File: src/design/assert_macros.svh
// assert_macros.svh: concurrent assertion macros for the line rasterizer RTL.
// Expects clk and rst_n (synchronous, active low) in the including module.
`ifndef ASSERT_MACROS_SVH
`define ASSERT_MACROS_SVH

// antecedent holds -> consequent holds in the same cycle
`define ASSERT_IMP(label, ante, cons, msg) \
  label: assert property (@(posedge clk) disable iff (!rst_n) (ante) |-> (cons)) \
    else $error(msg);

// antecedent holds -> consequent holds in the next cycle
`define ASSERT_NXT(label, ante, cons, msg) \
  label: assert property (@(posedge clk) disable iff (!rst_n) (ante) |=> (cons)) \
    else $error(msg);

`endif

File: src/design/lri_pkg.sv
// lri_pkg: shared types and constants of the line rasterizer with color interpolation.
// No dependencies; used by lri_walk, lri_color and the top level.
`default_nettype none

package lri_pkg;

  localparam int COLOR_W   = 32;
  localparam int CH_BITS   = 8;
  localparam int NUM_CH    = COLOR_W / CH_BITS;
  localparam int CH_IDX_W  = 2;
  localparam int DIV_STEPS = CH_BITS / 2;  // two quotient bits per cycle
  localparam int DIV_CNT_W = 2;

  localparam logic CMD_LOAD = 1'b0;
  localparam logic CMD_STEP = 1'b1;

  typedef struct packed {
    logic load;  // latch raw endpoints
    logic prep;  // set up the walk from latched endpoints
    logic step;  // advance one pixel
  } walk_ctl_t;

  typedef struct packed {
    logic start;
    logic ack;
  } color_ctl_t;

  typedef struct packed {
    logic busy;
    logic done;
  } color_sts_t;

endpackage

`default_nettype wire

File: src/design/lri_walk.sv
// lri_walk: line setup and pixel walker (axis-aligned walk and Bresenham walk).
// Holds endpoints and colors for the color unit. Depends on lri_pkg, assert_macros.svh.
`default_nettype none
`include "assert_macros.svh"

module lri_walk #(
  parameter int COORD_BITS
) (
  input  logic                                  clk,
  input  logic                                  rst_n,
  input  lri_pkg::walk_ctl_t                    ctl,
  input  logic signed [COORD_BITS-1:0]          ld_x0,
  input  logic signed [COORD_BITS-1:0]          ld_y0,
  input  logic signed [COORD_BITS-1:0]          ld_x1,
  input  logic signed [COORD_BITS-1:0]          ld_y1,
  input  logic        [lri_pkg::COLOR_W-1:0]    ld_c0,
  input  logic        [lri_pkg::COLOR_W-1:0]    ld_c1,
  output logic                                  active,
  output logic signed [COORD_BITS-1:0]          pix_x,
  output logic signed [COORD_BITS-1:0]          pix_y,
  output logic                                  pix_last,
  output logic                                  swapped,
  output logic signed [COORD_BITS-1:0]          ref_coord,
  output logic signed [COORD_BITS:0]            den,
  output logic        [lri_pkg::COLOR_W-1:0]    col_a,
  output logic        [lri_pkg::COLOR_W-1:0]    col_b
);

  localparam int N = COORD_BITS;
  localparam int W = COORD_BITS + 1;
  localparam int D = COORD_BITS + 3;

  typedef enum logic [2:0] {
    MODE_IDLE = 3'b001,
    MODE_AXIS = 3'b010,
    MODE_BRES = 3'b100
  } mode_t;

  mode_t mode_r, mode_nxt;
  logic  pend_r, pend_nxt;

  logic signed [N-1:0] rx0_r, ry0_r, rx1_r, ry1_r;
  logic [lri_pkg::COLOR_W-1:0] rc0_r, rc1_r;

  logic signed [W-1:0] major_r, major_nxt, minor_r, minor_nxt;
  logic signed [D-1:0] dec_r, dec_nxt, inc_a_r, inc_a_nxt, inc_b_r, inc_b_nxt;
  logic [N-1:0]        steps_r, steps_nxt;
  logic                swap_r, swap_nxt, flip_r, flip_nxt;
  logic signed [N-1:0] ref_r, ref_nxt;
  logic signed [W-1:0] den_r, den_nxt;
  logic [lri_pkg::COLOR_W-1:0] ca_r, ca_nxt, cb_r, cb_nxt;
  logic signed [N-1:0] px_r, px_nxt, py_r, py_nxt;
  logic                last_r, last_nxt;

  // setup terms
  logic signed [W-1:0] x0e, y0e, x1e, y1e;
  logic                vert, horiz, asw;
  logic signed [W-1:0] ax, ay, bx, by, a_major, a_minor, a_len;
  logic                bsw, bflip, bswap;
  logic signed [W-1:0] sx, sy, ex, ey, sy2, ey2, ddx, ddy, dmaj, dmin;
  logic signed [D-1:0] dmaj_d, dmin_d;

  // walk terms
  logic                ge;
  logic signed [W-1:0] e_maj, e_min, ox, oy0, oy;

  always_comb begin
    x0e = {rx0_r[N-1], rx0_r};
    y0e = {ry0_r[N-1], ry0_r};
    x1e = {rx1_r[N-1], rx1_r};
    y1e = {ry1_r[N-1], ry1_r};

    vert  = (rx0_r == rx1_r);
    horiz = (ry0_r == ry1_r);

    // axis-aligned: endpoint a is the lower one along the walked axis
    asw     = vert ? (y0e > y1e) : (x0e > x1e);
    ax      = asw ? x1e : x0e;
    ay      = asw ? y1e : y0e;
    bx      = asw ? x0e : x1e;
    by      = asw ? y0e : y1e;
    a_major = vert ? ay : ax;
    a_minor = vert ? ax : ay;
    a_len   = vert ? (by - ay) : (bx - ax);

    // Bresenham: x-sort, mirror y if falling, swap axes if steep
    bsw   = (x0e > x1e);
    sx    = bsw ? x1e : x0e;
    sy    = bsw ? y1e : y0e;
    ex    = bsw ? x0e : x1e;
    ey    = bsw ? y0e : y1e;
    bflip = (sy > ey);
    sy2   = bflip ? -sy : sy;
    ey2   = bflip ? -ey : ey;
    ddx   = ex - sx;
    ddy   = ey2 - sy2;
    bswap = (ddx < ddy);
    dmaj  = bswap ? ddy : ddx;
    dmin  = bswap ? ddx : ddy;
    dmaj_d = {{(D-W){dmaj[W-1]}}, dmaj};
    dmin_d = {{(D-W){dmin[W-1]}}, dmin};
  end

  always_comb begin
    mode_nxt  = mode_r;
    pend_nxt  = pend_r;
    major_nxt = major_r;
    minor_nxt = minor_r;
    dec_nxt   = dec_r;
    inc_a_nxt = inc_a_r;
    inc_b_nxt = inc_b_r;
    steps_nxt = steps_r;
    swap_nxt  = swap_r;
    flip_nxt  = flip_r;
    ref_nxt   = ref_r;
    den_nxt   = den_r;
    ca_nxt    = ca_r;
    cb_nxt    = cb_r;
    px_nxt    = px_r;
    py_nxt    = py_r;
    last_nxt  = last_r;

    ge    = !dec_r[D-1];
    e_maj = major_r;
    e_min = minor_r;

    if (ctl.prep) begin
      pend_nxt  = 1'b0;
      if (vert || horiz) begin
        major_nxt = a_major;
        minor_nxt = a_minor;
        steps_nxt = a_len[N-1:0];
        swap_nxt  = vert;
        flip_nxt  = 1'b0;
        ref_nxt   = a_major[N-1:0];
        den_nxt   = a_len;
        ca_nxt    = asw ? rc1_r : rc0_r;
        cb_nxt    = asw ? rc0_r : rc1_r;
        dec_nxt   = '0;
        mode_nxt  = (a_len != '0) ? MODE_AXIS : MODE_IDLE;
      end else begin
        major_nxt = bswap ? sy2 : sx;
        minor_nxt = bswap ? sx : sy2;
        steps_nxt = dmaj[N-1:0];
        swap_nxt  = bswap;
        flip_nxt  = bflip;
        ref_nxt   = bswap ? ry0_r : rx0_r;
        den_nxt   = bswap ? (y1e - y0e) : (x1e - x0e);
        ca_nxt    = rc0_r;
        cb_nxt    = rc1_r;
        dec_nxt   = (dmin_d <<< 1) - dmaj_d;
        inc_a_nxt = dmin_d <<< 1;
        inc_b_nxt = (dmin_d - dmaj_d) <<< 1;
        pend_nxt  = 1'b1;
        mode_nxt  = MODE_BRES;
      end
    end else if (ctl.step) begin
      case (mode_r)
        MODE_AXIS: begin
          last_nxt  = (steps_r == COORD_BITS'(1));
          major_nxt = major_r + W'(1);
          steps_nxt = steps_r - COORD_BITS'(1);
          if (last_nxt) begin
            mode_nxt = MODE_IDLE;
          end
        end
        MODE_BRES: begin
          if (pend_r) begin
            // start pixel: always followed by at least one more
            pend_nxt = 1'b0;
            last_nxt = 1'b0;
          end else begin
            minor_nxt = minor_r + {{(W-1){1'b0}}, ge};
            dec_nxt   = dec_r + (ge ? inc_b_r : inc_a_r);
            major_nxt = major_r + W'(1);
            steps_nxt = steps_r - COORD_BITS'(1);
            last_nxt  = (steps_r == COORD_BITS'(1));
            e_maj     = major_nxt;
            e_min     = minor_nxt;
            if (last_nxt) begin
              mode_nxt = MODE_IDLE;
            end
          end
        end
        default: begin
          mode_nxt = mode_r;
        end
      endcase
      if (mode_r != MODE_IDLE) begin
        px_nxt = ox[N-1:0];
        py_nxt = oy[N-1:0];
      end
    end
  end

  // map walk coordinates back to screen space
  always_comb begin
    ox  = swap_r ? e_min : e_maj;
    oy0 = swap_r ? e_maj : e_min;
    oy  = flip_r ? -oy0 : oy0;
  end

  always_ff @(posedge clk) begin
    if (!rst_n) begin
      mode_r <= MODE_IDLE;
      pend_r <= 1'b0;
    end else begin
      mode_r <= mode_nxt;
      pend_r <= pend_nxt;
    end
  end

  always_ff @(posedge clk) begin
    if (ctl.load) begin
      rx0_r <= ld_x0;
      ry0_r <= ld_y0;
      rx1_r <= ld_x1;
      ry1_r <= ld_y1;
      rc0_r <= ld_c0;
      rc1_r <= ld_c1;
    end
    major_r <= major_nxt;
    minor_r <= minor_nxt;
    dec_r   <= dec_nxt;
    inc_a_r <= inc_a_nxt;
    inc_b_r <= inc_b_nxt;
    steps_r <= steps_nxt;
    swap_r  <= swap_nxt;
    flip_r  <= flip_nxt;
    ref_r   <= ref_nxt;
    den_r   <= den_nxt;
    ca_r    <= ca_nxt;
    cb_r    <= cb_nxt;
    px_r    <= px_nxt;
    py_r    <= py_nxt;
    last_r  <= last_nxt;
  end

  assign active    = (mode_r != MODE_IDLE);
  assign pix_x     = px_r;
  assign pix_y     = py_r;
  assign pix_last  = last_r;
  assign swapped   = swap_r;
  assign ref_coord = ref_r;
  assign den       = den_r;
  assign col_a     = ca_r;
  assign col_b     = cb_r;

  // an active walk always has pixels left
  `ASSERT_IMP(a_walk_steps, mode_r != MODE_IDLE, steps_r != '0, "active walk with no steps left")

endmodule

`default_nettype wire

File: src/design/lri_color.sv
// lri_color: per-pixel color interpolation on one shared multiply / divide unit.
// Four channels in turn: multiply, 2-bit-per-cycle restoring divide, accumulate.
// Depends on lri_pkg, assert_macros.svh.
`default_nettype none
`include "assert_macros.svh"

module lri_color #(
  parameter int COORD_BITS
) (
  input  logic                               clk,
  input  logic                               rst_n,
  input  lri_pkg::color_ctl_t                ctl,
  output lri_pkg::color_sts_t                sts,
  input  logic signed [COORD_BITS-1:0]       pix_x,
  input  logic signed [COORD_BITS-1:0]       pix_y,
  input  logic                               swapped,
  input  logic signed [COORD_BITS-1:0]       ref_coord,
  input  logic signed [COORD_BITS:0]         den,
  input  logic        [lri_pkg::COLOR_W-1:0] col_a,
  input  logic        [lri_pkg::COLOR_W-1:0] col_b,
  output logic        [lri_pkg::COLOR_W-1:0] color
);

  localparam int N  = COORD_BITS;
  localparam int W  = COORD_BITS + 1;
  localparam int CB = lri_pkg::CH_BITS;
  localparam int P  = COORD_BITS + lri_pkg::CH_BITS;

  typedef enum logic [4:0] {
    C_IDLE = 5'b00001,
    C_MUL  = 5'b00010,
    C_DIV  = 5'b00100,
    C_ACC  = 5'b01000,
    C_DONE = 5'b10000
  } cstate_t;

  cstate_t st_r, st_nxt;
  logic [lri_pkg::CH_IDX_W-1:0]  ch_r, ch_nxt;
  logic [lri_pkg::DIV_CNT_W-1:0] cnt_r, cnt_nxt;

  logic signed [W-1:0] num_r, num_nxt;
  logic [N-1:0]        dmag_r, dmag_nxt;
  logic                dneg_r, dneg_nxt;
  logic [P-1:0]        rem_r, rem_nxt, dsh_r, dsh_nxt;
  logic [CB-1:0]       quot_r, quot_nxt;
  logic                qneg_r, qneg_nxt;
  logic [lri_pkg::COLOR_W-1:0] color_r, color_nxt;

  logic signed [W-1:0] maj_e, ref_e, den_abs, num_abs;
  logic [CB-1:0]       ca_b, cb_b, q_s;
  logic signed [CB:0]  diff, diff_abs;
  logic [P-1:0]        r1, d2;
  logic                ge1, ge2;

  always_comb begin
    st_nxt    = st_r;
    ch_nxt    = ch_r;
    cnt_nxt   = cnt_r;
    num_nxt   = num_r;
    dmag_nxt  = dmag_r;
    dneg_nxt  = dneg_r;
    rem_nxt   = rem_r;
    dsh_nxt   = dsh_r;
    quot_nxt  = quot_r;
    qneg_nxt  = qneg_r;
    color_nxt = color_r;

    maj_e   = swapped ? {pix_y[N-1], pix_y} : {pix_x[N-1], pix_x};
    ref_e   = {ref_coord[N-1], ref_coord};
    den_abs = den[W-1] ? -den : den;
    num_abs = num_r[W-1] ? -num_r : num_r;

    ca_b     = col_a[ch_r*CB +: CB];
    cb_b     = col_b[ch_r*CB +: CB];
    diff     = {1'b0, cb_b} - {1'b0, ca_b};
    diff_abs = diff[CB] ? -diff : diff;

    ge1 = (rem_r >= dsh_r);
    r1  = ge1 ? (rem_r - dsh_r) : rem_r;
    d2  = dsh_r >> 1;
    ge2 = (r1 >= d2);
    q_s = qneg_r ? -quot_r : quot_r;

    case (st_r)
      C_IDLE: begin
        if (ctl.start) begin
          num_nxt  = maj_e - ref_e;
          dmag_nxt = den_abs[N-1:0];
          dneg_nxt = den[W-1];
          ch_nxt   = '0;
          st_nxt   = C_MUL;
        end
      end
      C_MUL: begin
        rem_nxt  = {{N{1'b0}}, diff_abs[CB-1:0]} * {{CB{1'b0}}, num_abs[N-1:0]};
        qneg_nxt = diff[CB] ^ num_r[W-1] ^ dneg_r;
        dsh_nxt  = {1'b0, dmag_r, {(CB-1){1'b0}}};
        quot_nxt = '0;
        cnt_nxt  = '0;
        st_nxt   = C_DIV;
      end
      C_DIV: begin
        rem_nxt  = ge2 ? (r1 - d2) : r1;
        quot_nxt = {quot_r[CB-3:0], ge1, ge2};
        dsh_nxt  = dsh_r >> 2;
        cnt_nxt  = cnt_r + lri_pkg::DIV_CNT_W'(1);
        if (cnt_r == lri_pkg::DIV_CNT_W'(lri_pkg::DIV_STEPS - 1)) begin
          st_nxt = C_ACC;
        end
      end
      C_ACC: begin
        color_nxt[ch_r*CB +: CB] = ca_b + q_s;
        if (ch_r == lri_pkg::CH_IDX_W'(lri_pkg::NUM_CH - 1)) begin
          st_nxt = C_DONE;
        end else begin
          ch_nxt = ch_r + lri_pkg::CH_IDX_W'(1);
          st_nxt = C_MUL;
        end
      end
      C_DONE: begin
        if (ctl.ack) begin
          st_nxt = C_IDLE;
        end
      end
      default: begin
        st_nxt = C_IDLE;
      end
    endcase
  end

  always_ff @(posedge clk) begin
    if (!rst_n) begin
      st_r <= C_IDLE;
    end else begin
      st_r <= st_nxt;
    end
  end

  always_ff @(posedge clk) begin
    ch_r    <= ch_nxt;
    cnt_r   <= cnt_nxt;
    num_r   <= num_nxt;
    dmag_r  <= dmag_nxt;
    dneg_r  <= dneg_nxt;
    rem_r   <= rem_nxt;
    dsh_r   <= dsh_nxt;
    quot_r  <= quot_nxt;
    qneg_r  <= qneg_nxt;
    color_r <= color_nxt;
  end

  assign sts.busy = (st_r != C_IDLE);
  assign sts.done = (st_r == C_DONE);
  assign color    = color_r;

  // after the last quotient bit the remainder is below the divisor
  `ASSERT_IMP(a_div_rem, st_r == C_ACC, rem_r < {{CB{1'b0}}, dmag_r}, "division remainder too large")

endmodule

`default_nettype wire

File: src/design/line_rasterizer_color_interp_unit.sv
// Line rasterizer with per-pixel RGBA interpolation: request control and result register.
// Instantiates lri_walk and lri_color. Depends on lri_pkg, assert_macros.svh.
//
//  channel | valid / stall         | payload
//  --------+-----------------------+------------------------------------------------
//  input   | in_valid / in_stall   | cmd, start_x, start_y, end_x, end_y, colors
//  result  | out_valid / out_stall | pixel_x, pixel_y, pixel_color, last
//
// Load request: latch, then line setup; a step request with no line active gives no pixel.
// Step request with a pixel: the walker steps on the accept, a start state launches the shared
// multiply / divide unit for each color channel in turn (multiply, 4 divide steps, accumulate),
// and out_valid rises once the result register is free, in_stall falling in the same cycle.
// rst_n is synchronous; it clears the sequencers and the result valid.
// A waiting result does not block the next request; a finished pixel waits for the
// result register to free up, and in_stall stays high until it has moved there.
`default_nettype none
`include "assert_macros.svh"

module line_rasterizer_color_interp_unit #(
  parameter int COORD_BITS = 12
) (
  input  logic                               clk,
  input  logic                               rst_n,
  input  logic                               in_valid,
  output logic                               in_stall,
  input  logic                               in_cmd,
  input  logic signed [COORD_BITS-1:0]       in_start_x,
  input  logic signed [COORD_BITS-1:0]       in_start_y,
  input  logic signed [COORD_BITS-1:0]       in_end_x,
  input  logic signed [COORD_BITS-1:0]       in_end_y,
  input  logic        [lri_pkg::COLOR_W-1:0] in_start_color,
  input  logic        [lri_pkg::COLOR_W-1:0] in_end_color,
  output logic                               out_valid,
  input  logic                               out_stall,
  output logic signed [COORD_BITS-1:0]       out_pixel_x,
  output logic signed [COORD_BITS-1:0]       out_pixel_y,
  output logic        [lri_pkg::COLOR_W-1:0] out_pixel_color,
  output logic                               out_last
);

  typedef enum logic [3:0] {
    T_IDLE  = 4'b0001,
    T_PREP  = 4'b0010,
    T_START = 4'b0100,
    T_CALC  = 4'b1000
  } tstate_t;

  tstate_t st_r, st_nxt;

  lri_pkg::walk_ctl_t  wctl;
  lri_pkg::color_ctl_t cctl;
  lri_pkg::color_sts_t csts;

  logic                        accept, out_free, out_load;
  logic                        w_active, w_last, w_swapped;
  logic signed [COORD_BITS-1:0] w_px, w_py, w_ref;
  logic signed [COORD_BITS:0]  w_den;
  logic [lri_pkg::COLOR_W-1:0] w_ca, w_cb, c_color;

  logic                        out_valid_r, out_valid_nxt;
  logic signed [COORD_BITS-1:0] out_x_r, out_y_r;
  logic [lri_pkg::COLOR_W-1:0] out_color_r;
  logic                        out_last_r;

  assign in_stall = (st_r != T_IDLE);
  assign accept   = in_valid && !in_stall;
  assign out_free = !out_valid_r || !out_stall;
  assign out_load = (st_r == T_CALC) && csts.done && out_free;

  always_comb begin
    wctl.load  = accept && (in_cmd == lri_pkg::CMD_LOAD);
    wctl.step  = accept && (in_cmd == lri_pkg::CMD_STEP);
    wctl.prep  = (st_r == T_PREP);
    cctl.start = (st_r == T_START);
    cctl.ack   = out_load;
  end

  always_comb begin
    st_nxt = st_r;
    case (st_r)
      T_IDLE: begin
        if (wctl.load) begin
          st_nxt = T_PREP;
        end else if (wctl.step && w_active) begin
          st_nxt = T_START;
        end
      end
      T_PREP: begin
        st_nxt = T_IDLE;
      end
      T_START: begin
        st_nxt = T_CALC;
      end
      T_CALC: begin
        if (out_load) begin
          st_nxt = T_IDLE;
        end
      end
      default: begin
        st_nxt = T_IDLE;
      end
    endcase
  end

  always_comb begin
    out_valid_nxt = out_valid_r;
    if (out_load) begin
      out_valid_nxt = 1'b1;
    end else if (!out_stall) begin
      out_valid_nxt = 1'b0;
    end
  end

  always_ff @(posedge clk) begin
    if (!rst_n) begin
      st_r        <= T_IDLE;
      out_valid_r <= 1'b0;
    end else begin
      st_r        <= st_nxt;
      out_valid_r <= out_valid_nxt;
    end
  end

  always_ff @(posedge clk) begin
    if (out_load) begin
      out_x_r     <= w_px;
      out_y_r     <= w_py;
      out_color_r <= c_color;
      out_last_r  <= w_last;
    end
  end

  lri_walk #(
    .COORD_BITS(COORD_BITS)
  ) u_walk (
    .clk       (clk),
    .rst_n     (rst_n),
    .ctl       (wctl),
    .ld_x0     (in_start_x),
    .ld_y0     (in_start_y),
    .ld_x1     (in_end_x),
    .ld_y1     (in_end_y),
    .ld_c0     (in_start_color),
    .ld_c1     (in_end_color),
    .active    (w_active),
    .pix_x     (w_px),
    .pix_y     (w_py),
    .pix_last  (w_last),
    .swapped   (w_swapped),
    .ref_coord (w_ref),
    .den       (w_den),
    .col_a     (w_ca),
    .col_b     (w_cb)
  );

  lri_color #(
    .COORD_BITS(COORD_BITS)
  ) u_color (
    .clk       (clk),
    .rst_n     (rst_n),
    .ctl       (cctl),
    .sts       (csts),
    .pix_x     (w_px),
    .pix_y     (w_py),
    .swapped   (w_swapped),
    .ref_coord (w_ref),
    .den       (w_den),
    .col_a     (w_ca),
    .col_b     (w_cb),
    .color     (c_color)
  );

  assign out_valid       = out_valid_r;
  assign out_pixel_x     = out_x_r;
  assign out_pixel_y     = out_y_r;
  assign out_pixel_color = out_color_r;
  assign out_last        = out_last_r;

  // the color unit is never left running while requests are taken
  `ASSERT_IMP(a_idle_unit, st_r == T_IDLE, !csts.busy, "color unit busy while accepting requests")
  // a new result only appears from the compute state
  `ASSERT_IMP(a_out_src, $rose(out_valid_r), $past(st_r) == T_CALC, "result without computation")

endmodule

`default_nettype wire
File: config.mk
export PLATFORM = sky130hd
export DESIGN_NAME = line_rasterizer_color_interp_unit
export DESIGN_NICKNAME = d
export VERILOG_FILES = /design/src/design/lri_pkg.sv /design/src/design/lri_walk.sv /design/src/design/lri_color.sv /design/src/design/line_rasterizer_color_interp_unit.sv
export VERILOG_INCLUDE_DIRS = /design/src /design/src/design
export SDC_FILE = /design/constraint.sdc
export NUM_CORES = 1
export LEC_CHECK = 0
export BUFFER_PORTS_ARGS = -buffer_cell sky130_fd_sc_hd__buf_2
export CORE_UTILIZATION = 38
export CTS_CLUSTER_DIAMETER = 120
export DETAILED_ROUTE_END_ITERATION = 7
export PLACE_DENSITY = 0.56
export SLEW_MARGIN = 20
export SYNTH_ARGS = -nofsm -noshare
export SYNTH_HDL_FRONTEND = slang
export SYNTH_SLANG_ARGS = --single-unit
File: constraint.sdc
create_clock -name clk -period 27.8 [get_ports clk]
set_input_delay 2.78 -clock clk [delete_from_list [all_inputs] [get_ports clk]]
set_output_delay 2.78 -clock clk [all_outputs]
set_load 0.01 [all_outputs]
### Word level (Yosys, flattened, before mapping)

Index checks and enable logic that the tools add are counted.

| storage, ports and cells | value |
|---|---|
| flip-flop bits (word level) | 490 |
| input port bits | 117 |
| word-level logic and storage cells | 234 |

| cells by class | value |
|---|---|
| add/sub/neg operators | 27 |
| $mul | 1 |
| magnitude comparators | 6 |
| equality and inequality tests | 27 |
| shifts and indexed selects | 4 |
| mux-type cells | 94 |
| bitwise operators | 5 |
| reduce and logical (&&, ||, !) cells | 30 |

Operators with widths:

| cell | number |
|---|---|
| $mux W13 | 29 |
| $mux W12 | 15 |
| $mux W32 | 4 |
| $mux W15 | 6 |
| $pmux W20 S2 | 2 |
| $shiftx A32 B6 Y8 | 2 |
| $sub A13 B13 Y13 | 4 |
| $mux W20 | 2 |
| $neg A12 Y12 | 3 |
| $neg A5 Y34 | 1 |
| $shift A8 B34 Y32 const A | 1 |
| $shiftx A8 B34 Y32 | 1 |
| $bwmux W32 | 1 |
| $neg A13 Y13 | 2 |
| $pmux W13 S2 | 1 |
| $sub A12 B12 Y13 | 2 |
| $pmux W5 S5 | 1 |
| $eq A12 B12 Y1 | 2 |
| $gt A12 B12 Y1 | 2 |
| $pmux W12 S2 | 1 |
| $ge A20 B19 Y1 | 1 |
| $ge A20 B20 Y1 | 1 |
| $mul A8 B12 Y20 | 1 |
| $mux W5 | 4 |
| other kinds (53) | 105 |

### Longest topological paths before layout

Gate-level depths: netlist of run 1.

| logic depth | value |
|---|---|
| depth after elaboration | 10 |
| mapped depth | 58 |

### Hierarchy

Synthesis of run 1 repeated with hierarchy kept, for this count alone.

| unflattened totals | value |
|---|---|
| cells, all modules | 3621 |
| area, all modules | 35444.0 µm² |

By module, submodules not included:

| module | times used | cells an instance | area an instance (µm²) |
|---|---|---|---|
| lri_walk | 1 | 2244 | 21540.7 |
| lri_color | 1 | 1294 | 11945.2 |
| line_rasterizer_color_interp_unit | 1 | 83 | 1958.1 |

### Worst setup path after synthesis of run 1

Ideal clock, no wire load.

| timing path | value |
|---|---|
| path kind | input port to flip-flop |
| start | input port in_cmd |
| end | register st_r[3] |
| setup time | 0.115 ns |
| data arrival time | 11.654 ns |
| data required time | 27.685 ns |
| path slack | 16.031 ns |
| cell stages on the path | 6 |
| path buffers | 0 |
| path through | nor3b_1 -> nor3b_1 -> o21ai_0 -> or2_2 -> nor2_1 -> o21a_1 |

| on the way | value |
|---|---|
| word-level cells in the longest chain between the ends | 4 |
| elaborated cells on any way between the ends | 8 |
| classes of those cells | eq/ne: 1; mux: 2; bitwise: 1; reduce/logical: 4 |

Ends and longest elaborated chain:

| element | RTL line | source |
|---|---|---|
| start: declaration | line_rasterizer_color_interp_unit.sv:26 | `input logic in_cmd,` |
| $not A1 Y1 / $logic_and A1 B1 Y1 (equally long branches) | line_rasterizer_color_interp_unit.sv:71, line_rasterizer_color_interp_unit.sv:72 |  |
| $logic_and A1 B1 Y1 (on tied branches) | line_rasterizer_color_interp_unit.sv:71, line_rasterizer_color_interp_unit.sv:84 |  |
| $mux W4 / $ne A3 B2 Y1 (equally long branches) | - |  |
| $pmux W4 S3 / $reduce_and A2 Y1 (equally long branches) | - |  |
| end signal: assignment | line_rasterizer_color_interp_unit.sv:119 | `st_r <= st_nxt;` |
| end: declaration | line_rasterizer_color_interp_unit.sv:48 | `tstate_t st_r, st_nxt;` |

Several ways; a longest one is shown, not always the timed one.
A chain may end at the register's enable or synchronous reset.

### Worst setup path in the final report of run 1

| timing path | value |
|---|---|
| start | register u_walk.rx1_r[11] |
| end | register u_walk.dec_r[13], data pin |

| on the way | value |
|---|---|
| word-level cells in the longest chain between the ends | 10 |
| elaborated cells on any way between the ends | 20 |
| classes of those cells | add/sub: 5; order compare: 3; eq/ne: 1; mux: 10; reduce/logical: 1 |

Ends and longest elaborated chain:

| element | RTL line | source |
|---|---|---|
| start: declaration | lri_walk.sv:42 | `logic signed [N-1:0] rx0_r, ry0_r, rx1_r, ry1_r;` |
| start signal: assignment | lri_walk.sv:217 | `rx1_r <= ld_x1;` |
| $gt A12 B12 Y1 | lri_walk.sv:87 | `bsw = (x0e > x1e);` |
| $mux W13 (on tied branches) | lri_walk.sv:91, lri_walk.sv:89 |  |
| $neg A13 Y13 (tied with other cells) | lri_walk.sv:94 | `ey2 = bflip ? -ey : ey;` |
| $mux W13 (on tied branches) | lri_walk.sv:94, lri_walk.sv:93 |  |
| $sub A13 B13 Y13 | lri_walk.sv:96 | `ddy = ey2 - sy2;` |
| $lt A13 B13 Y1 | lri_walk.sv:97 | `bswap = (ddx < ddy);` |
| $mux W13 * | lri_walk.sv:99 | `dmin = bswap ? ddx : ddy;` |
| named net u_walk.dmin[0] | lri_walk.sv:60 | `logic signed [W-1:0] sx, sy, ex, ey, sy2, ey2, ddx, ddy, dmaj, dmin;` |
| $sub A14 B13 Y15 * | lri_walk.sv:151 | `dec_nxt = (dmin_d <<< 1) - dmaj_d;` |
| $mux W15 * | lri_walk.sv:129 | `if (vert \|\| horiz) begin` |
| $mux W15 * | lri_walk.sv:127 | `if (ctl.prep) begin` |
| named net u_walk.dec_nxt[13] | lri_walk.sv:46 | `logic signed [D-1:0] dec_r, dec_nxt, inc_a_r, inc_a_nxt, inc_b_r, inc_b_nxt;` |
| end signal: assignment | lri_walk.sv:224 | `dec_r <= dec_nxt;` |
| end: declaration | lri_walk.sv:46 |  |

The timed path passes the listed nets; every way through them passes the cells marked *.

==> metrics, run 1 <==
FF-to-FF End u_walk.dec_r[13]; area of the multi-input gates 0.01891 mm2; highest-delay cell along the critical path sky130_fd_sc_hd__ha_1; final global-route overflow total 0; Setup violations, final 0; TritonCTS clock tree done; via count ~28,000; # hold bufs at CTS 0; worst-case register-to-register setup slack between 10,000 and 15,000 ps; Placeable Area 0.09029 mm2; most numerous cell on the critical path sky130_fd_sc_hd__a21oi_1; weighted congestion at the end of routability-driven global placement between 1 and 1.5; measured slew at the worst slew-check pin around 1100 ps; library cell used as clock root buffer sky130_fd_sc_hd__clkbuf_16; area of the die approximately 0.093 mm2; type of destination of the critical path flop; library cell with the highest instance count after synthesis sky130_fd_sc_hd__nand2_1; Min-Delay Path Class flop to flop; clock-pin slew of the registers on the worst-case setup and hold paths about 60 ps; Netlist Area Pre-Place 0.03479 mm2; DR pass1 iterations 5; Setup Skew ~35 ps; Slew Limit Fails 0; outcome finished, final reports clean; crit-path max FO 46; cell row count 110; top-area cell type share of the netlist area 0.3971; H-tree depth 2; post-CTS sizing 0; Fillers approximately 8,800; depth of the worst register-to-register path 48; Final ANT Viol Nets 0; synthesized area per cell roughly 9.4 um2; Tot GR Track Use 0.2351; hold violation count in the final report 0; Avg Vias per Cell ~5.6; Area growth syn-to-layout 11.70%; effective utilization at floorplan 0.3853; share of layout cells above drive strength 1 0.1092; proportion of synthesized chip area in sequential cells 0.4120; Worst Path Required between 20,000 and 30,000 ps; clock buffer depth 3; Tcrit/Tclk final 0.4862; worst max-slew margin expressed relative to the limit 0.2731; Async SR Flop Fraction 0; reg-to-reg startpoint u_walk.rx1_r[11]; Yosys cell types 104; total CTS buffers 56; capturing element of the worst setup path u_walk.dec_r[13]; data arrival time of the critical path 13,860 ps; total wire length roughly 110,000 um; maximum clock frequency roughly 74 MHz; setup fix buffers added after clock tree synthesis 0; post-synth net total roughly 4,100; crit path launch u_walk.rx1_r[11]; maximum cell stage delay along the critical path approximately 850 ps; clock latency on the worst-skew pair between 600 and 700 ps; min cycle time layout between 10,000 and 15,000 ps; Worst setup SP type flop; I/O pin count around 180; top cell type by total area after synthesis sky130_fd_sc_hd__edfxtp_1; area used by sequential logic in the layout 0.01433 mm2; vertical die dimension slightly above 300 um; number of antenna violations at the first check in global routing 6; pin count of the biggest net entering global routing 78; hold slack final 416.0 ps; category of the most critical setup path flop to flop; net count of the finished layout around 4,200; leading post-synthesis cells by cell area sky130_fd_sc_hd__edfxtp_1, sky130_fd_sc_hd__ha_1, sky130_fd_sc_hd__nand2_1; number of register bits inferred by synthesis 486; summed negative setup slack over all endpoints 0 ps; Residual DRC 0; placed wire-length estimate after detailed placement around 85,000 um; setup repair after global routing missed its margin false; number of clock sinks seen by CTS just under 500; routed length per placed instance about 22 um; IO buf count between 150 and 200; via count of the first global-routing pass ~27,000; number of flops mapped to enable cells by yosys 460; commonest cells in the synthesized netlist sky130_fd_sc_hd__nand2_1, sky130_fd_sc_hd__edfxtp_1, sky130_fd_sc_hd__nor2_1; most used flip-flop cell after synthesis sky130_fd_sc_hd__edfxtp_1; die extent in x 304.6 um; global-route wire length before repair roughly 170,000 um; Max-cap violations 0; Mapped Cells 3,683; number of warnings issued by yosys 0; number of design-rule violations left by the first detailed-router iteration ~2,800
[through the flow]
step / cell area [um2] / util / setup WS (ps) / instances
after global routing: 38860 / 0.4304 / 13210 / 5021
after global placement: 36920 / 0.4089 / 14670 / 4918
after detailed placement: 36920 / 0.4089 / 14600 / 4918
final: 38860 / 0.4304 / 14280 / 5022
after floorplan: 34790 / - / 16030 / 3683
after CTS: 38860 / 0.4304 / 14490 / 5021
[kinds of logic after synthesis]
logic type,count (synthesis),synth area share
AND/OR/NAND/NOR,1228,0.1590
AO/OA/AOI/OAI,901,0.1648
flip-flops,486,0.4120
buffers and inverters,426,0.04672
adder cells (fa/ha/maj),269,0.1114
XOR/XNOR,252,0.06409
multiplexers,121,0.04190
[worst min-delay path by stage]
stage / to / depth (start not counted) / slack, ps / startpoint
finish: out_pixel_color[0] / 0 / 420 / u_color.color[0]
global route: out_pixel_color[0] / 0 / 420 / u_color.color[0]
CTS: out_pixel_color[0] / 0 / 420 / u_color.color[0]
detailed placement: out_pixel_color[0] / 0 / 400 / u_color.color[0]
global placement: out_pixel_color[12] / 0 / 400 / u_color.color[12]
floorplan: out_last / 0 / 400 / u_walk.pix_last
[final cells by class]
cell class,instances,area share
clock inverters,38,0.01285
clock buffers,65,0.03693
inverters,266,0.02576
well taps,1176,0.03787
repair buffers,219,0.03104
flip-flops and latches,486,0.3689
multi-input cells,2771,0.4866
diodes,1,0.00006440
[routing by layer]
layer	up-vias	track usage	wire length [um]
li1	13390	-	-
met1	13490	0.3153	48090
met2	1114	0.3736	50550
met3	242	0.04012	8100
met4	4	0.1002	5031
met5	-	0	29
[registers in the layout (all words and copies together) (netlist names), 13 cells and up]
signal and count:
u_walk.inc_b_r 14, u_walk.col_b 32, u_color.num_r 13, u_walk.rc0_r 32, u_walk.col_a 32, u_walk.inc_a_r 13
u_color.rem_r 20, u_walk.den 13, u_walk.dec_r 14, out_pixel_color 32, u_color.dsh_r 19, u_color.color 32
u_walk.rc1_r 32
[worst max-delay path, delay by kind of cell (launching register included)]
family | cells | cell delay (ps)
XOR/XNOR | 1 | 170
flip-flops | 1 | 450
AND/OR/NAND/NOR | 12 | 3110
adder cells (fa/ha/maj) | 5 | 2270
buffers and inverters | 3 | 910
multiplexers | 1 | 340
AO/OA/AOI/OAI | 26 | 5940
[placed cells by master, fill, tap and decap left out, types with 26 or more instances in the layout]
master | synthesis | final
sky130_fd_sc_hd__nand2_1 | 523 | 522
sky130_fd_sc_hd__edfxtp_1 | 460 | 460
sky130_fd_sc_hd__nor2_1 | 334 | 330
sky130_fd_sc_hd__inv_1 | 257 | 257
sky130_fd_sc_hd__a21oi_1 | 246 | 245
sky130_fd_sc_hd__o21ai_0 | 210 | 209
sky130_fd_sc_hd__ha_1 | 192 | 192
sky130_fd_sc_hd__buf_2 | 12 | 175
sky130_fd_sc_hd__xnor2_1 | 171 | 171
sky130_fd_sc_hd__xor2_1 | 78 | 78
sky130_fd_sc_hd__a21o_1 | 75 | 75
sky130_fd_sc_hd__fa_1 | 70 | 70
sky130_fd_sc_hd__nor3_1 | 70 | 68
sky130_fd_sc_hd__mux2i_1 | 68 | 68
sky130_fd_sc_hd__clkbuf_16 | 0 | 56
sky130_fd_sc_hd__nand3_1 | 50 | 49
sky130_fd_sc_hd__buf_4 | 3 | 44
sky130_fd_sc_hd__nand2b_1 | 41 | 40
sky130_fd_sc_hd__o22ai_1 | 38 | 38
sky130_fd_sc_hd__mux2_2 | 37 | 37
sky130_fd_sc_hd__o21bai_1 | 34 | 34
sky130_fd_sc_hd__a211oi_1 | 35 | 34
sky130_fd_sc_hd__a31oi_1 | 33 | 33
sky130_fd_sc_hd__o31ai_1 | 32 | 32
sky130_fd_sc_hd__o211ai_1 | 31 | 31
sky130_fd_sc_hd__and2_1 | 30 | 30
sky130_fd_sc_hd__nor2b_1 | 31 | 30
sky130_fd_sc_hd__a21boi_0 | 30 | 30
sky130_fd_sc_hd__and3_1 | 29 | 29
sky130_fd_sc_hd__or3_1 | 28 | 28
sky130_fd_sc_hd__dfxtp_1 | 26 | 26
Power of run 1 is left out: the tool's default activity adds up to more than one toggle a clock period on the data nets, which glitch-free logic cannot reach.
==> run 2: changes to the inputs <==
==> constraint.sdc (replaced) <==
create_clock -name clk -period 13.65 [get_ports clk]
set_input_delay 1.365 -clock clk [delete_from_list [all_inputs] [get_ports clk]]
set_output_delay 1.365 -clock clk [all_outputs]
set_load 0.01 [all_outputs]
==> run 2 against run 1 <==
Global-route usage grew 0.074 points. Worst setup slack lost 13000 ps. Fmax grew 5.5%. Largest cell class unchanged.
==> metrics, run 2 (synthesis results as in run 1) <==
number of design-rule violations left by the first detailed-router iteration 2,220 (was 2,768); final global-route overflow total 0 (unchanged); cell row count 110 (unchanged); outcome finished, final reports clean (unchanged); Residual DRC 0 (unchanged); via count 28,140 (was 28,240); crit-path max FO 25 (was 46); # hold bufs at CTS 0 (unchanged); worst max-slew margin expressed relative to the limit 0.1808 (was 0.2731); share of layout cells above drive strength 1 0.1116 (was 0.1092); total wire length 112,000 um (was 111,800 um); type of destination of the critical path flop (unchanged); data arrival time of the critical path 13,160 ps (was 13,860 ps); pin count of the biggest net entering global routing 82 (was 78); Fillers 8,793 (was 8,803); Avg Vias per Cell 5.593 (was 5.623); via count of the first global-routing pass 26,830 (was 26,680); placed wire-length estimate after detailed placement 86,050 um (was 85,370 um); setup repair after global routing missed its margin false (unchanged); min cycle time layout 12,820 ps (was 13,520 ps); area used by sequential logic in the layout 0.01433 mm2 (unchanged); most common library cell in the layout ignoring fill and taps sky130_fd_sc_hd__nand2_1 (unchanged); highest metal layer used by the detailed router met5 (unchanged); highest-delay cell along the critical path sky130_fd_sc_hd__ha_1 (unchanged); Worst setup SP type flop (unchanged); clock latency on the worst-skew pair 640 ps (was 660 ps); setup fix buffers added after clock tree synthesis 0 (unchanged); maximum clock frequency 78.01 MHz (was 73.98 MHz); Max-cap violations 0 (unchanged); Slew Limit Fails 0 (unchanged); area of the multi-input gates 0.01892 mm2 (was 0.01891 mm2); area of the die 0.09276 mm2 (unchanged); commonest cells after routing, fill and taps aside sky130_fd_sc_hd__nand2_1, sky130_fd_sc_hd__edfxtp_1, sky130_fd_sc_hd__nor2_1 (unchanged); Setup Skew 38.21 ps (was 34.80 ps); net count of the finished layout 4,183 (was 4,179); met3 wire length 8031 um (was 8100 um); effective utilization at floorplan 0.3853 (unchanged); Tcrit/Tclk final 0.9391 (was 0.4862); IO buf count 175 (unchanged); H-tree depth 2 (unchanged); total CTS buffers 56 (unchanged); Min-Delay Path Class flop to flop (unchanged); post-CTS sizing 0 (unchanged); Final ANT Viol Nets 0 (unchanged); number of antenna violations at the first check in global routing 2 (was 6); Setup violations, final 0 (unchanged); measured slew at the worst slew-check pin 1216 ps (was 1081 ps); clock buffer depth 3 (unchanged); Tot GR Track Use 0.2358 (was 0.2351); length of routed met2 wiring 49,780 um (was 50,550 um); category of the most critical setup path flop to flop (unchanged); DR pass1 iterations 6 (was 5); TritonCTS clock tree done (unchanged); Placeable Area 0.09029 mm2 (unchanged); number of clock sinks seen by CTS 486 (unchanged); vertical die dimension 304.6 um (unchanged); routed length per placed instance 22.25 um (was 22.26 um); global-route wire length before repair 167,000 um (was 166,100 um); wire length the detailed router placed on met1 48,840 um (was 48,090 um); clock-pin slew of the registers on the worst-case setup and hold paths 60 ps (about the same); die extent in x 304.6 um (unchanged); Area growth syn-to-layout 11.85% (was 11.70%); most numerous cell on the critical path sky130_fd_sc_hd__a21oi_1 (unchanged); summed negative setup slack over all endpoints 0 ps (unchanged); maximum cell stage delay along the critical path 840 ps (was 850 ps); I/O pin count 176 (unchanged); weighted congestion at the end of routability-driven global placement 0.9864 (was 1.027); hold violation count in the final report 0 (unchanged); Worst Path Required 13,990 ps (was 28,140 ps); library cell used as clock root buffer sky130_fd_sc_hd__clkbuf_16 (unchanged)
==> run 2: cell types whose count changed in the layout (fill, tap and decap cells not counted), moves of 2 or more <==
| cell | change |
|---|---|
| sky130_fd_sc_hd__clkinv_1 | -2 |
| sky130_fd_sc_hd__clkinv_2 | +7 |
| sky130_fd_sc_hd__buf_4 | +4 |
| sky130_fd_sc_hd__clkbuf_8 | +3 |
| sky130_fd_sc_hd__inv_6 | -4 |
| sky130_fd_sc_hd__diode_2 | +3 |
==> run 2: layout make-up <==
class | count | share of cell area
Tap cell | 1176 | 0.03781
Clock buffer | 67 | 0.03785
Clock inverter | 39 | 0.01209
Inverter | 266 | 0.02572
Timing Repair Buffer | 223 | 0.03177
Sequential cell | 486 | 0.3684
Multi-Input combinational cell | 2771 | 0.4861
Antenna cell | 4 | 0.0002572
==> run 2: worst paths after layout <==
check	to	slack, ps	start	cells past startpoint
worst min-delay path	out_pixel_color[26]	420	u_color.color[26]	0
worst max-delay path	u_walk.dec_r[13]	830	u_walk.rx1_r[11]	44
worst min register to register	out_pixel_color[26]	420	u_color.color[26]	0
worst max register to register	u_walk.dec_r[13]	830	u_walk.rx1_r[11]	44
==> run 2: worst max-delay path, delay by kind of cell, from the launching register on <==
kind	cells	cell delay (ps)
compound gates	26	5910
xor+xnor	1	160
fa+ha+maj	5	2400
buf+inv	3	1000
flops	1	440
mux	1	350
simple gates	8	2220
==> run 2: stage by stage <==
step	setup slack, ps	util	area, um2	hold slack (ps)	cells
6_report	831.7	0.4310	38910	420.3	5032
5_1_grt	7.325	0.4309	38900	423.2	5028
4_1_cts	981.3	0.4309	38900	418.9	5028
3_5_place_dp	1090	0.4093	36960	404.5	4922
3_3_place_gp	1223	0.4093	36960	401.0	4922
2_1_floorplan	1935	-	34790	400.3	3683
==> run 2: per-layer routing <==
metal  vias to the layer above  GRT usage
met2                      1002     0.3691
met5                         -          0
met1                     13520     0.3185
met3                       218    0.04075
met4                         2     0.1064
li1                      13410          -
Power of run 2 is left out for the same reason.
